### config.mk
export PLATFORM = sky130hd
export DESIGN_NAME = target_frame_parser_filter_core
export DESIGN_NICKNAME = d
export VERILOG_FILES = /design/src/sv/tfpf_pkg.sv /design/src/sv/tfpf_parser.sv /design/src/sv/tfpf_filter.sv /design/src/sv/target_frame_parser_filter_core.sv
export SDC_FILE = /design/constraint.sdc
export NUM_CORES = 1
export LEC_CHECK = 0
export BUFFER_PORTS_ARGS = -buffer_cell sky130_fd_sc_hd__buf_2
export CORE_ASPECT_RATIO = 0.7
export CORE_MARGIN = 10
export CORE_UTILIZATION = 58
export DETAILED_ROUTE_END_ITERATION = 12
export PLACE_DENSITY = 0.87
export SYNTH_ARGS = -nofsm -noshare
export SYNTH_HDL_FRONTEND = slang
export SYNTH_SLANG_ARGS = --single-unit
### constraint.sdc
create_clock -name clk -period 11 [get_ports clk]
set_clock_uncertainty 0.2 [all_clocks]
set_input_delay 2.2 -clock clk [delete_from_list [all_inputs] [get_ports clk]]
set_output_delay 2.2 -clock clk [all_outputs]
set_load 0.1 [all_outputs]
### src/sv/tfpf_pkg.sv
// Shared types and constants for the target frame parser and filter.
package tfpf_pkg;

  localparam int unsigned FrameDataLen = 6;
  localparam int unsigned CfgIndexW    = 3;
  localparam int unsigned CfgDataW     = 11;
  localparam int unsigned LimitW       = 11;
  localparam int unsigned PosW         = 10;
  localparam int unsigned VelW         = 12;
  localparam int unsigned OutDataW     = 56;

  localparam logic [7:0]        HeaderReset = 8'hAA;
  localparam logic [7:0]        TailReset   = 8'hBB;
  localparam logic [7:0]        FoundReset  = 8'h55;
  localparam logic [LimitW-1:0] XLimitReset = 11'd640;
  localparam logic [LimitW-1:0] YLimitReset = 11'd480;
  localparam logic [LimitW-1:0] LimitCap    = 11'd1024;

  typedef enum logic [1:0] {
    ST_IDLE     = 2'd0,
    ST_ACCEPT   = 2'd1,
    ST_BAD_TAIL = 2'd2,
    ST_RANGE    = 2'd3
  } status_t;

  typedef enum logic [CfgIndexW-1:0] {
    REG_HEADER  = 3'd0,
    REG_TAIL    = 3'd1,
    REG_FOUND   = 3'd2,
    REG_X_LIMIT = 3'd3,
    REG_Y_LIMIT = 3'd4
  } cfg_reg_t;

  typedef struct packed {
    logic [7:0]        header_byte;
    logic [7:0]        tail_byte;
    logic [7:0]        found_code;
    logic [LimitW-1:0] x_limit;
    logic [LimitW-1:0] y_limit;
  } cfg_t;

  typedef struct packed {
    logic        done;
    logic        tail_ok;
    logic [15:0] raw_x;
    logic [15:0] raw_y;
    logic [7:0]  code;
    logic [7:0]  beat;
  } frame_t;

  typedef struct packed {
    status_t                status;
    logic [PosW-1:0]        pos_x;
    logic [PosW-1:0]        pos_y;
    logic signed [VelW-1:0] vel_x;
    logic signed [VelW-1:0] vel_y;
    logic                   found;
    logic [7:0]             beat;
  } result_t;

endpackage

### src/sv/tfpf_parser.sv
// Header hunt and frame byte collection.
module tfpf_parser (
  input  logic             clk,
  input  logic             rst_n,
  input  logic             advance,
  input  logic [7:0]       byte_in,
  input  tfpf_pkg::cfg_t   cfg,
  output tfpf_pkg::frame_t frame
);

  localparam logic [2:0] LastIdx = 3'(tfpf_pkg::FrameDataLen);

  logic       in_frame_r, in_frame_nxt;
  logic [2:0] byte_idx_r, byte_idx_nxt;
  logic [7:0] frame_bytes_r [tfpf_pkg::FrameDataLen];

  always_comb begin
    in_frame_nxt = in_frame_r;
    byte_idx_nxt = byte_idx_r;
    if (!in_frame_r) begin
      if (byte_in == cfg.header_byte) begin
        in_frame_nxt = 1'b1;
        byte_idx_nxt = '0;
      end
    end else if (byte_idx_r < LastIdx) begin
      byte_idx_nxt = byte_idx_r + 3'd1;
    end else begin
      in_frame_nxt = 1'b0;
      byte_idx_nxt = '0;
    end
  end

  always_ff @(posedge clk) begin
    if (!rst_n) begin
      in_frame_r <= 1'b0;
      byte_idx_r <= '0;
    end else if (advance) begin
      in_frame_r <= in_frame_nxt;
      byte_idx_r <= byte_idx_nxt;
    end
  end

  always_ff @(posedge clk) begin
    if (advance && in_frame_r && byte_idx_r < LastIdx) begin
      frame_bytes_r[byte_idx_r] <= byte_in;
    end
  end

  always_comb begin
    frame.done    = in_frame_r && (byte_idx_r == LastIdx);
    frame.tail_ok = (byte_in == cfg.tail_byte);
    frame.raw_x   = {frame_bytes_r[1], frame_bytes_r[0]};
    frame.raw_y   = {frame_bytes_r[3], frame_bytes_r[2]};
    frame.code    = frame_bytes_r[4];
    frame.beat    = frame_bytes_r[5];
  end

endmodule

### src/sv/tfpf_filter.sv
// Frame checks, position averaging and velocity smoothing with result state.
module tfpf_filter (
  input  logic              clk,
  input  logic              rst_n,
  input  logic              advance,
  input  tfpf_pkg::frame_t  frame,
  input  tfpf_pkg::cfg_t    cfg,
  output tfpf_pkg::result_t result
);

  localparam int unsigned PosW     = tfpf_pkg::PosW;
  localparam int unsigned VelW     = tfpf_pkg::VelW;
  localparam int unsigned NumW     = VelW + 3;
  localparam int unsigned MagW     = NumW - 1;
  localparam int unsigned Div5Sh   = 14;
  localparam int unsigned ProdW    = MagW + VelW;
  localparam logic [ProdW-1:0] Div5Mul = ProdW'(3277);

  function automatic logic signed [VelW-1:0] next_speed(
    input logic signed [VelW-1:0] vel,
    input logic [PosW-1:0]        newp,
    input logic [PosW-1:0]        oldp
  );
    logic signed [VelW-1:0] d;
    logic signed [NumW-1:0] num;
    logic                   neg;
    logic [MagW-1:0]        mag;
    logic [ProdW-1:0]       prod;
    logic [VelW-1:0]        q;
    d    = $signed({2'b00, newp}) - $signed({2'b00, oldp});
    num  = $signed({vel[VelW-1], vel, 2'b00}) + NumW'(d);
    neg  = num[NumW-1];
    mag  = neg ? MagW'(-num) : MagW'(num);
    prod = ProdW'(mag) * Div5Mul;
    q    = prod[Div5Sh +: VelW];
    return neg ? $signed(-q) : $signed(q);
  endfunction

  tfpf_pkg::status_t      status_r, status_nxt;
  logic [PosW-1:0]        pos_x_r, pos_y_r, pos_x_nxt, pos_y_nxt;
  logic signed [VelW-1:0] vel_x_r, vel_y_r, vel_x_nxt, vel_y_nxt;
  logic                   found_r, found_nxt;
  logic [7:0]             beat_r, beat_nxt;

  logic [tfpf_pkg::LimitW-1:0] x_lim, y_lim;
  logic                        range_ok;
  logic [PosW:0]               sum_x, sum_y;

  always_comb begin
    x_lim = (cfg.x_limit > tfpf_pkg::LimitCap) ? tfpf_pkg::LimitCap : cfg.x_limit;
    y_lim = (cfg.y_limit > tfpf_pkg::LimitCap) ? tfpf_pkg::LimitCap : cfg.y_limit;
    range_ok = (frame.raw_x != 16'd0) && (frame.raw_x < {5'b0, x_lim}) &&
               (frame.raw_y != 16'd0) && (frame.raw_y < {5'b0, y_lim});
    sum_x = {1'b0, pos_x_r} + {1'b0, frame.raw_x[PosW-1:0]};
    sum_y = {1'b0, pos_y_r} + {1'b0, frame.raw_y[PosW-1:0]};

    status_nxt = tfpf_pkg::ST_IDLE;
    pos_x_nxt  = pos_x_r;
    pos_y_nxt  = pos_y_r;
    vel_x_nxt  = vel_x_r;
    vel_y_nxt  = vel_y_r;
    found_nxt  = found_r;
    beat_nxt   = beat_r;
    if (frame.done) begin
      if (!frame.tail_ok) begin
        status_nxt = tfpf_pkg::ST_BAD_TAIL;
      end else if (!range_ok) begin
        status_nxt = tfpf_pkg::ST_RANGE;
      end else begin
        status_nxt = tfpf_pkg::ST_ACCEPT;
        pos_x_nxt  = sum_x[PosW:1];
        pos_y_nxt  = sum_y[PosW:1];
        vel_x_nxt  = next_speed(vel_x_r, sum_x[PosW:1], pos_x_r);
        vel_y_nxt  = next_speed(vel_y_r, sum_y[PosW:1], pos_y_r);
        found_nxt  = (frame.code == cfg.found_code);
        beat_nxt   = frame.beat;
      end
    end
  end

  always_ff @(posedge clk) begin
    if (!rst_n) begin
      status_r <= tfpf_pkg::ST_IDLE;
      pos_x_r  <= '0;
      pos_y_r  <= '0;
      vel_x_r  <= '0;
      vel_y_r  <= '0;
      found_r  <= 1'b0;
      beat_r   <= '0;
    end else if (advance) begin
      status_r <= status_nxt;
      pos_x_r  <= pos_x_nxt;
      pos_y_r  <= pos_y_nxt;
      vel_x_r  <= vel_x_nxt;
      vel_y_r  <= vel_y_nxt;
      found_r  <= found_nxt;
      beat_r   <= beat_nxt;
    end
  end

  always_comb begin
    result.status = status_r;
    result.pos_x  = pos_x_r;
    result.pos_y  = pos_y_r;
    result.vel_x  = vel_x_r;
    result.vel_y  = vel_y_r;
    result.found  = found_r;
    result.beat   = beat_r;
  end

endmodule

### src/sv/target_frame_parser_filter_core.sv
// Top level: stream handshake, configuration registers and result register.
//
//  channel  | direction | payload
//  in_*     | slave     | tdata[7:0] rx_byte
//  out_*    | master    | tuser[1:0] frame_status, tdata pos/vel/found/heartbeat
//  cfg_*    | write     | cfg_index selects register, cfg_wdata value
//
// One byte per cycle sustained while out_tready is high; each byte gives one result,
// offered once it has passed the input register and the result state registers. The
// rate is set by the single pass from the input register through the divide-by-five
// multiply. Synchronous reset restores defaults and clears frame and filter state.
// A stalled result holds its payload; one more byte waits in the input register,
// then in_tready drops until the result is taken.
module target_frame_parser_filter_core (
  input  logic        clk,
  input  logic        rst_n,
  input  logic        in_tvalid,
  output logic        in_tready,
  input  logic [7:0]  in_tdata,   // [7:0] rx_byte
  output logic        out_tvalid,
  input  logic        out_tready,
  output logic [55:0] out_tdata,  // [9:0] pos_x, [19:10] pos_y, [31:20] vel_x,
                                  // [43:32] vel_y, [44] target_found,
                                  // [52:45] heartbeat, [55:53] zero
  output logic [1:0]  out_tuser,  // [1:0] frame_status
  input  logic        cfg_wen,
  input  logic [tfpf_pkg::CfgIndexW-1:0] cfg_index,
  input  logic [tfpf_pkg::CfgDataW-1:0]  cfg_wdata
);

  tfpf_pkg::cfg_t    cfg_r;
  tfpf_pkg::frame_t  frame;
  tfpf_pkg::result_t result;

  logic       in_valid_r;
  logic [7:0] in_byte_r;
  logic       out_valid_r;
  logic       advance;

  assign advance   = in_valid_r && (!out_valid_r || out_tready);
  assign in_tready = !in_valid_r || advance;

  always_ff @(posedge clk) begin
    if (!rst_n) begin
      cfg_r.header_byte <= tfpf_pkg::HeaderReset;
      cfg_r.tail_byte   <= tfpf_pkg::TailReset;
      cfg_r.found_code  <= tfpf_pkg::FoundReset;
      cfg_r.x_limit     <= tfpf_pkg::XLimitReset;
      cfg_r.y_limit     <= tfpf_pkg::YLimitReset;
    end else if (cfg_wen) begin
      case (tfpf_pkg::cfg_reg_t'(cfg_index))
        tfpf_pkg::REG_HEADER:  cfg_r.header_byte <= cfg_wdata[7:0];
        tfpf_pkg::REG_TAIL:    cfg_r.tail_byte   <= cfg_wdata[7:0];
        tfpf_pkg::REG_FOUND:   cfg_r.found_code  <= cfg_wdata[7:0];
        tfpf_pkg::REG_X_LIMIT: cfg_r.x_limit     <= cfg_wdata;
        tfpf_pkg::REG_Y_LIMIT: cfg_r.y_limit     <= cfg_wdata;
        default: begin
        end
      endcase
    end
  end

  always_ff @(posedge clk) begin
    if (!rst_n) begin
      in_valid_r  <= 1'b0;
      out_valid_r <= 1'b0;
    end else begin
      if (in_tready) begin
        in_valid_r <= in_tvalid;
      end
      if (advance) begin
        out_valid_r <= 1'b1;
      end else if (out_tready) begin
        out_valid_r <= 1'b0;
      end
    end
  end

  always_ff @(posedge clk) begin
    if (in_tvalid && in_tready) begin
      in_byte_r <= in_tdata;
    end
  end

  tfpf_parser u_parser (
    .clk     (clk),
    .rst_n   (rst_n),
    .advance (advance),
    .byte_in (in_byte_r),
    .cfg     (cfg_r),
    .frame   (frame)
  );

  tfpf_filter u_filter (
    .clk     (clk),
    .rst_n   (rst_n),
    .advance (advance),
    .frame   (frame),
    .cfg     (cfg_r),
    .result  (result)
  );

  assign out_tvalid = out_valid_r;
  assign out_tuser  = result.status;
  assign out_tdata  = {3'b000, result.beat, result.found, result.vel_y, result.vel_x,
                       result.pos_y, result.pos_x};

`ifndef SYNTHESIS
  a_state_only_on_accept: assert property (@(posedge clk) disable iff (!rst_n)
    advance |=> (out_tuser == tfpf_pkg::ST_ACCEPT) || (out_tdata == $past(out_tdata)))
    else $error("filter state changed without an accepted frame");

  a_result_from_input: assert property (@(posedge clk) disable iff (!rst_n)
    $rose(out_tvalid) |-> $past(in_valid_r))
    else $error("result appeared without a held input byte");

  a_drain_when_free: assert property (@(posedge clk) disable iff (!rst_n)
    (in_valid_r && !out_tvalid) |=> out_tvalid)
    else $error("held input byte did not move into the result register");
`endif

endmodule
Word level (Yosys, flattened, before mapping)
Memories as Yosys holds them, arrays and structs flattened. A register that Yosys moved wholly into a read port is not among the register bits.
Cells that the tools add are included.

cells by class
  add/subtract/negate cells = 11
  multipliers = 2
  $lt $le $gt $ge = 5
  equal/unequal tests = 8
  multiplexer cells = 19
  reduce and logical (&&, ||, !) cells = 25

operators with widths
  kind                                                 count
  multiplier 14 x 12 -> 26 bit, second input constant  2
  less-than comparator 16 x 11 -> 1 bit                2
  nonzero test 16 bit                                  2
  adder 14 x 11 -> 15 bit                              2
  2-to-1 mux 14 bit                                    2
  negator 14 bit                                       2
  equality test 8 bit                                  3
  2-to-1 mux 12 bit                                    2
  negator 12 bit                                       2
  adder 10 x 10 -> 11 bit                              2
  > comparator 11 bit, second input constant           2
  2-to-1 mux 11 bit                                    2
  subtractor 10 x 10 -> 11 bit                         2
  AND reduction 2 bit                                  6
  2-to-1 mux 3 bit                                     3
  logical AND 1 bit                                    8
  2-to-1 mux 1 bit                                     7
  equality test 3 x 2 -> 1 bit, second input constant  2
  equality test 3 bit, second input constant           2
  2-to-1 mux 2 bit                                     3
  AND reduction 4 bit                                  1
  nonzero test 2 bit                                   2
  adder 3 x 1 -> 3 bit, second input constant          1
  equality test 3 x 1 -> 1 bit, second input constant  1
  other kinds (4)                                      7

storage, ports and cells
  flip-flop bits (word level) = 107
  RAM bits = 48
  output and inout bits = 60
  memories = 1

memories
  memory                  depth  bits a word  rd ports  clocked after memory_dff  wr ports  RTL line           source
  u_parser.frame_bytes_r  6      8            6         1                         1         tfpf_parser.sv:15  logic [7:0] frame_bytes_r [tfpf_pkg::FrameDataLen];

Logic depth before layout (Yosys ltp)
  depth in word-level cells = 9
  gate-level depth with buffers = 48
  depth with buffers taken out = 47

By module
From an unflattened synthesis, not the netlist that was laid out.

unflattened totals
  cells, all modules = 1,890
  area total of the unflattened synthesis = 17,106.4 um^2

by module, submodules not included
  module                           instances  cells each  area each (um^2)  sequential area each (um^2)
  tfpf_filter                      1          1,582       13,001.2          1,101.1
  target_frame_parser_filter_core  1          200         2,197.1           1,201.2
  tfpf_parser                      1          108         1,908.1           1,521.5

Worst setup path after synthesis
No wires, ideal clock.

  kind = register to register
  start = register u_filter.pos_x_r[0]
  end = register u_filter.vel_x_r[11]
  setup time = 0.086 ns
  arrival = 10.920 ns
  slack = -0.206 ns
  stages on the path, launching flop included = 45
  buffers on the path = 2
  cell sequence = dfxtp_1 > and2_1 > fa_1 > inv_1 > ha_1 > inv_1 > fa_1 > a21o_1 > a21oi_1 > o21ai_0 > a21oi_1 > o21bai_1 > a21oi_1 > o21bai_1 > a21oi_1 > ha_1 > nand2_1 > a211oi_1 > (+9 left out) > fa_1 > inv_1 > fa_1 > fa_1 > inv_1 > fa_1 > inv_1 > ha_1 > a21oi_2 > or2b_1 > o31ai_4 > mux2i_1 > a21oi_1 > or4b_4 > or3_1 > a311oi_2 > xor2_1 > a211oi_1

between the ends
  word-level cells in the longest chain between the ends = 8

ends and longest elaborated chain
  item                            RTL line           source
  start: declaration              tfpf_filter.sv:40  logic [PosW-1:0] pos_x_r, pos_y_r, pos_x_nxt, pos_y_nxt;
  start signal: assignment        tfpf_filter.sv:92  pos_x_r <= pos_x_nxt;
  adder 10 x 10 -> 11 bit *       tfpf_filter.sv:54  sum_x = {1'b0, pos_x_r} + {1'b0, frame.raw_x[PosW-1:0]};
  named net u_filter.sum_x[1]     tfpf_filter.sv:47  logic [PosW:0] sum_x, sum_y;
  subtractor 10 x 10 -> 11 bit *  tfpf_filter.sv:30  d = $signed({2'b00, newp}) - $signed({2'b00, oldp});
  adder 14 x 11 -> 15 bit *       tfpf_filter.sv:31  num = $signed({vel[VelW-1], vel, 2'b00}) + NumW'(d);
  negator 14 bit                  tfpf_filter.sv:33  mag = neg ? MagW'(-num) : MagW'(num);
  2-to-1 mux 14 bit               tfpf_filter.sv:33
  multiplier 14 x 12 -> 26 bit    tfpf_filter.sv:34  prod = ProdW'(mag) * Div5Mul;
  negator 12 bit                  tfpf_filter.sv:36  return neg ? $signed(-q) : $signed(q);
  2-to-1 mux 12 bit *             tfpf_filter.sv:36
  end signal: assignment          tfpf_filter.sv:94  vel_x_r <= vel_x_nxt;
  end: declaration                tfpf_filter.sv:41  logic signed [VelW-1:0] vel_x_r, vel_y_r, vel_x_nxt, vel_y_nxt;

Mark *: on every way through the listed nets, which the timed path passes. The rest lies on a longest branch.
A chain may end at the register's enable or synchronous reset.

==> metrics.md <==
| Metric | Value |
|---|---|
| Status | completed |
| N_diodes | 0 |
| TritonCTS clock tree | yes |
| Crit share post-route | a little over nine tenths |
| Final setup fails | 0 |
| Crit. End Element | flop |
| Placement row count | 51 |
| Fin. max-slew vios | 0 |
| Core area | 27,900 um2 |
| Max-slew headroom | 21.4% |
| Root Driver | clkbuf_16 |
| FF-to-FF setup slack | 0.42 ns |
| Starting DRT DRC Count | 1,402 |
| Worst-Margin Slew | 1.17 ns |
| Global-route wire length before repair | 68,900 um |
| Gr usage total | 23.0% |
| Die area | between 30,000 and 40,000 um2 |
| Cts bufs inserted | 17 |
| P_leak | ~8.6 nW |
| Drt total wl | about 42,000 um |
| Most frequent cells in the layout | inv_1, ha_1, nand2_1 |
| # DRC | 0 |
| Nets | 2,369 |
| H-tree depth | 4 |
| Clk slew on worst S/H paths | 0.08 ns |
| Highest metal used | met4 |
| Place WS | -0.166 ns |
| Area Growth Syn to Fin | 11.2% |
| Clk_lat worst skew | 0.45 ns |
| Kind of critical path | reg2reg |
| Largest net degree at the start of global routing | 63 |
| Top_reg_cell synth | dfxtp_1 |
| HPWL after detailed placement | 33,200 um |
| Maxcap violations | 0 |
| Placer congestion estimate | 1.02 |
| Unique cell type count in the Yosys netlist | 78 |
| IO buf count | 83 |
| Worst EP required | 11.15 ns |
| DR vias | 13,900 |
| Share of layout cells above drive strength 1 | 11.8% |
| FFs w/ async S/R, synth | 0% |
| Hold Startpoint | u_filter.beat_r[2]$_SDFFE_PN0P_ |
| Cells after Synth | 1,892 |
| CP startpoint kind | flop |
| YS warnings | 0 |
| Syn avg cell area | 8.71 um2 |
| WL met1 | 18,600 um |
| Min-Delay Path Class | reg2reg |
| Die H | 161 um |
| Worst setup margin | 0.423 ns |
| Routed length on met2 | 19,800 um |
| Gr ovfl total | 0 |
| Clock Path Buffers | 2 |
| Initial Util | 59.1% |
| Worst hold stages | 2 |
| WHS Endpoint | u_filter.beat_r[2]$_SDFFE_PN0P_ |
| Reg-to-Reg Start | u_parser.frame_bytes_r[0][0]$_DFFE_PP_ |
| Sequential area share after synthesis | 23.2% |
| FF-to-FF path depth | 44 |
| Final hold vios | 0 |
| Worst VDD drop | 0.104 mV |
| EDFF count, synth | 56 |
| Initial antenna violation count | 0 |
| Reg-to-Reg End | u_filter.vel_x_r[11]$_SDFFE_PN0P_ |
| TritonRoute pass-1 iters | 6 |
| Most common cell after layout, fill and taps aside | inv_1 |
| Critical Path AT | 10.73 ns |
| Die width | 222 um |
| Largest fanout on the critical path | 6 |
| Max stage delay cell, worst path | fa_1 |
| CP peak stage delay | 0.56 ns |
| Wire per inst | 17.9 um |
| Synth Register Bits | 163 |
| Worst hold slack | between 0.2 and 0.3 ns |
| Vias per inst | between 5 and 6 |
| Post-Syn Area | 16,500 um2 |
| Remaining antenna violation count after routing | 0 |
| Vias in the first global route | 13,900 |
| Pwr dens | 71.3 nW/um2 |
| IO Count | 87 |
| Met3 wire len | 2800 um |
| Max Fclk | 0.0945 GHz |
| Sink Count | 163 |
| Min Tclk post-route | around 11 ns |
-- worst max-delay path by stage --
stage	startpoint	end	slack [ns]	cells past startpoint
6_report	u_parser.frame_bytes_r[0][0]$_DFFE_PP_	u_filter.vel_x_r[11]$_SDFFE_PN0P_	0.42	44
2_1_floorplan	u_filter.pos_x_r[2]$_SDFFE_PN0P_	u_filter.vel_x_r[11]$_SDFFE_PN0P_	0.11	42
3_3_place_gp	u_filter.pos_y_r[1]$_SDFFE_PN0P_	u_filter.vel_y_r[11]$_SDFFE_PN0P_	0.27	43
4_1_cts	u_parser.frame_bytes_r[0][0]$_DFFE_PP_	u_filter.vel_x_r[11]$_SDFFE_PN0P_	0.05	43
3_5_place_dp	u_parser.frame_bytes_r[0][0]$_DFFE_PP_	u_filter.vel_x_r[11]$_SDFFE_PN0P_	-0.17	42
5_1_grt	u_parser.frame_bytes_r[0][0]$_DFFE_PP_	u_filter.vel_x_r[11]$_SDFFE_PN0P_	-0.1	43
-- critical path, delay by kind of cell, from the launching register on --
| kind | cells | cell delay, ns |
|---|---|---|
| fa+ha+maj | 9 | 3.89 |
| compound gates | 16 | 2.90 |
| simple gates | 8 | 1.74 |
| buf+inv | 6 | 0.53 |
| xor+xnor | 4 | 0.52 |
| flops | 1 | 0.45 |
| mux | 1 | 0.23 |
-- synth_stat cells, drive strengths merged (5+ instances only) --
library cell  count  area [um2]
inv             274        1030
ha              270        3380
nand2           239         897
a21oi           133         673
dfxtp           107        2140
nor2            105         394
fa               94        1880
xnor2            91         812
xor2             62         569
edfxtp           56        1680
o21ai            50         250
clkbuf           43         161
nand3            36         180
a21o             31         233
a211oi           28         220
nor3             25         125
nor4             19         119
a31oi            17         106
nand2b           16         100
nor2b            16         100
nand4            13        81.3
o21bai           12        90.1
and3             11        70.1
o21a             11        82.6
o211ai           10        90.1
a21boi            9        67.6
and2              9        56.3
buf               8        48.8
or2               8        50.1
a31o              7        61.3
o41ai             7        76.3
nand3b            6        45.0
nor3b             5        37.5
o2111ai           5        43.8
o31ai             5        51.3
-- sequential cells by signal (all words and copies together) (netlist names), 2 cells and up --
name and cells:
u_parser.byte_idx_r 3, u_filter.vel_y_r 12, u_filter.status_r 2, u_filter.pos_y_r 10, in_byte_r 8, u_filter.beat_r 8
u_parser.frame_bytes_r 48, u_filter.vel_x_r 12, cfg_r 46, u_filter.pos_x_r 10
-- power breakdown --
group          leakage, nW  switching, W  internal, W   total, W
registers             1.38    0.00000990     0.000629   0.000639
clock network        0.303      0.000304     0.000314   0.000617
logic                 6.91     0.0000354    0.0000163  0.0000517
-- stage by stage --
stage | utilization, % | total power [W] | setup TNS, ns | std cells | area (um2)
global route | 65.8 | 0.00134 | -0.210 | 2362 | 18300
global placement | 62.1 | 0.000700 | 0 | 2317 | 17300
floorplan | - | 0.000683 | 0 | 1894 | 16500
CTS | 64.4 | 0.00131 | 0 | 2349 | 18000
detailed placement | 62.1 | 0.000702 | -0.166 | 2317 | 17300
finish | 65.8 | 0.00131 | 0 | 2362 | 18300
-- kinds of logic after synthesis --
logic type      share of synthesized area (%)
simple gates                             14.7
fa+ha+maj                                31.9
compound gates                           13.9
buf+inv                                  7.58
flops                                    23.2
xor+xnor                                 8.52
mux                                     0.190
other cells                            0.0227
-- routing by layer --
metal / GRT usage [%] / vias up
met5: 0 / -
met4: 7.59 / 0
met3: 3.68 / 83
met2: 38.1 / 551
met1: 30.1 / 6644
li1: - / 6583
-- area by class of cell --
type / count / area (um2)
sequential: 163 / 3830
fill: 2125 / 9550
tap: 371 / 464
clock buffer: 17 / 425
inverter: 277 / 1040
multi-input combinational: 1403 / 11700
clock inverter: 15 / 206
timing repair buffer: 116 / 671
-- timing repair --
action                                  CTS  global route
pin swaps                                 0            18
hold buffers                              0             0
gates resized for setup                   3            63
cloned                                    0             1
endpoints found under the setup margin    1            18
setup buffers                             0            12
(Power assumes the default switching activity.)
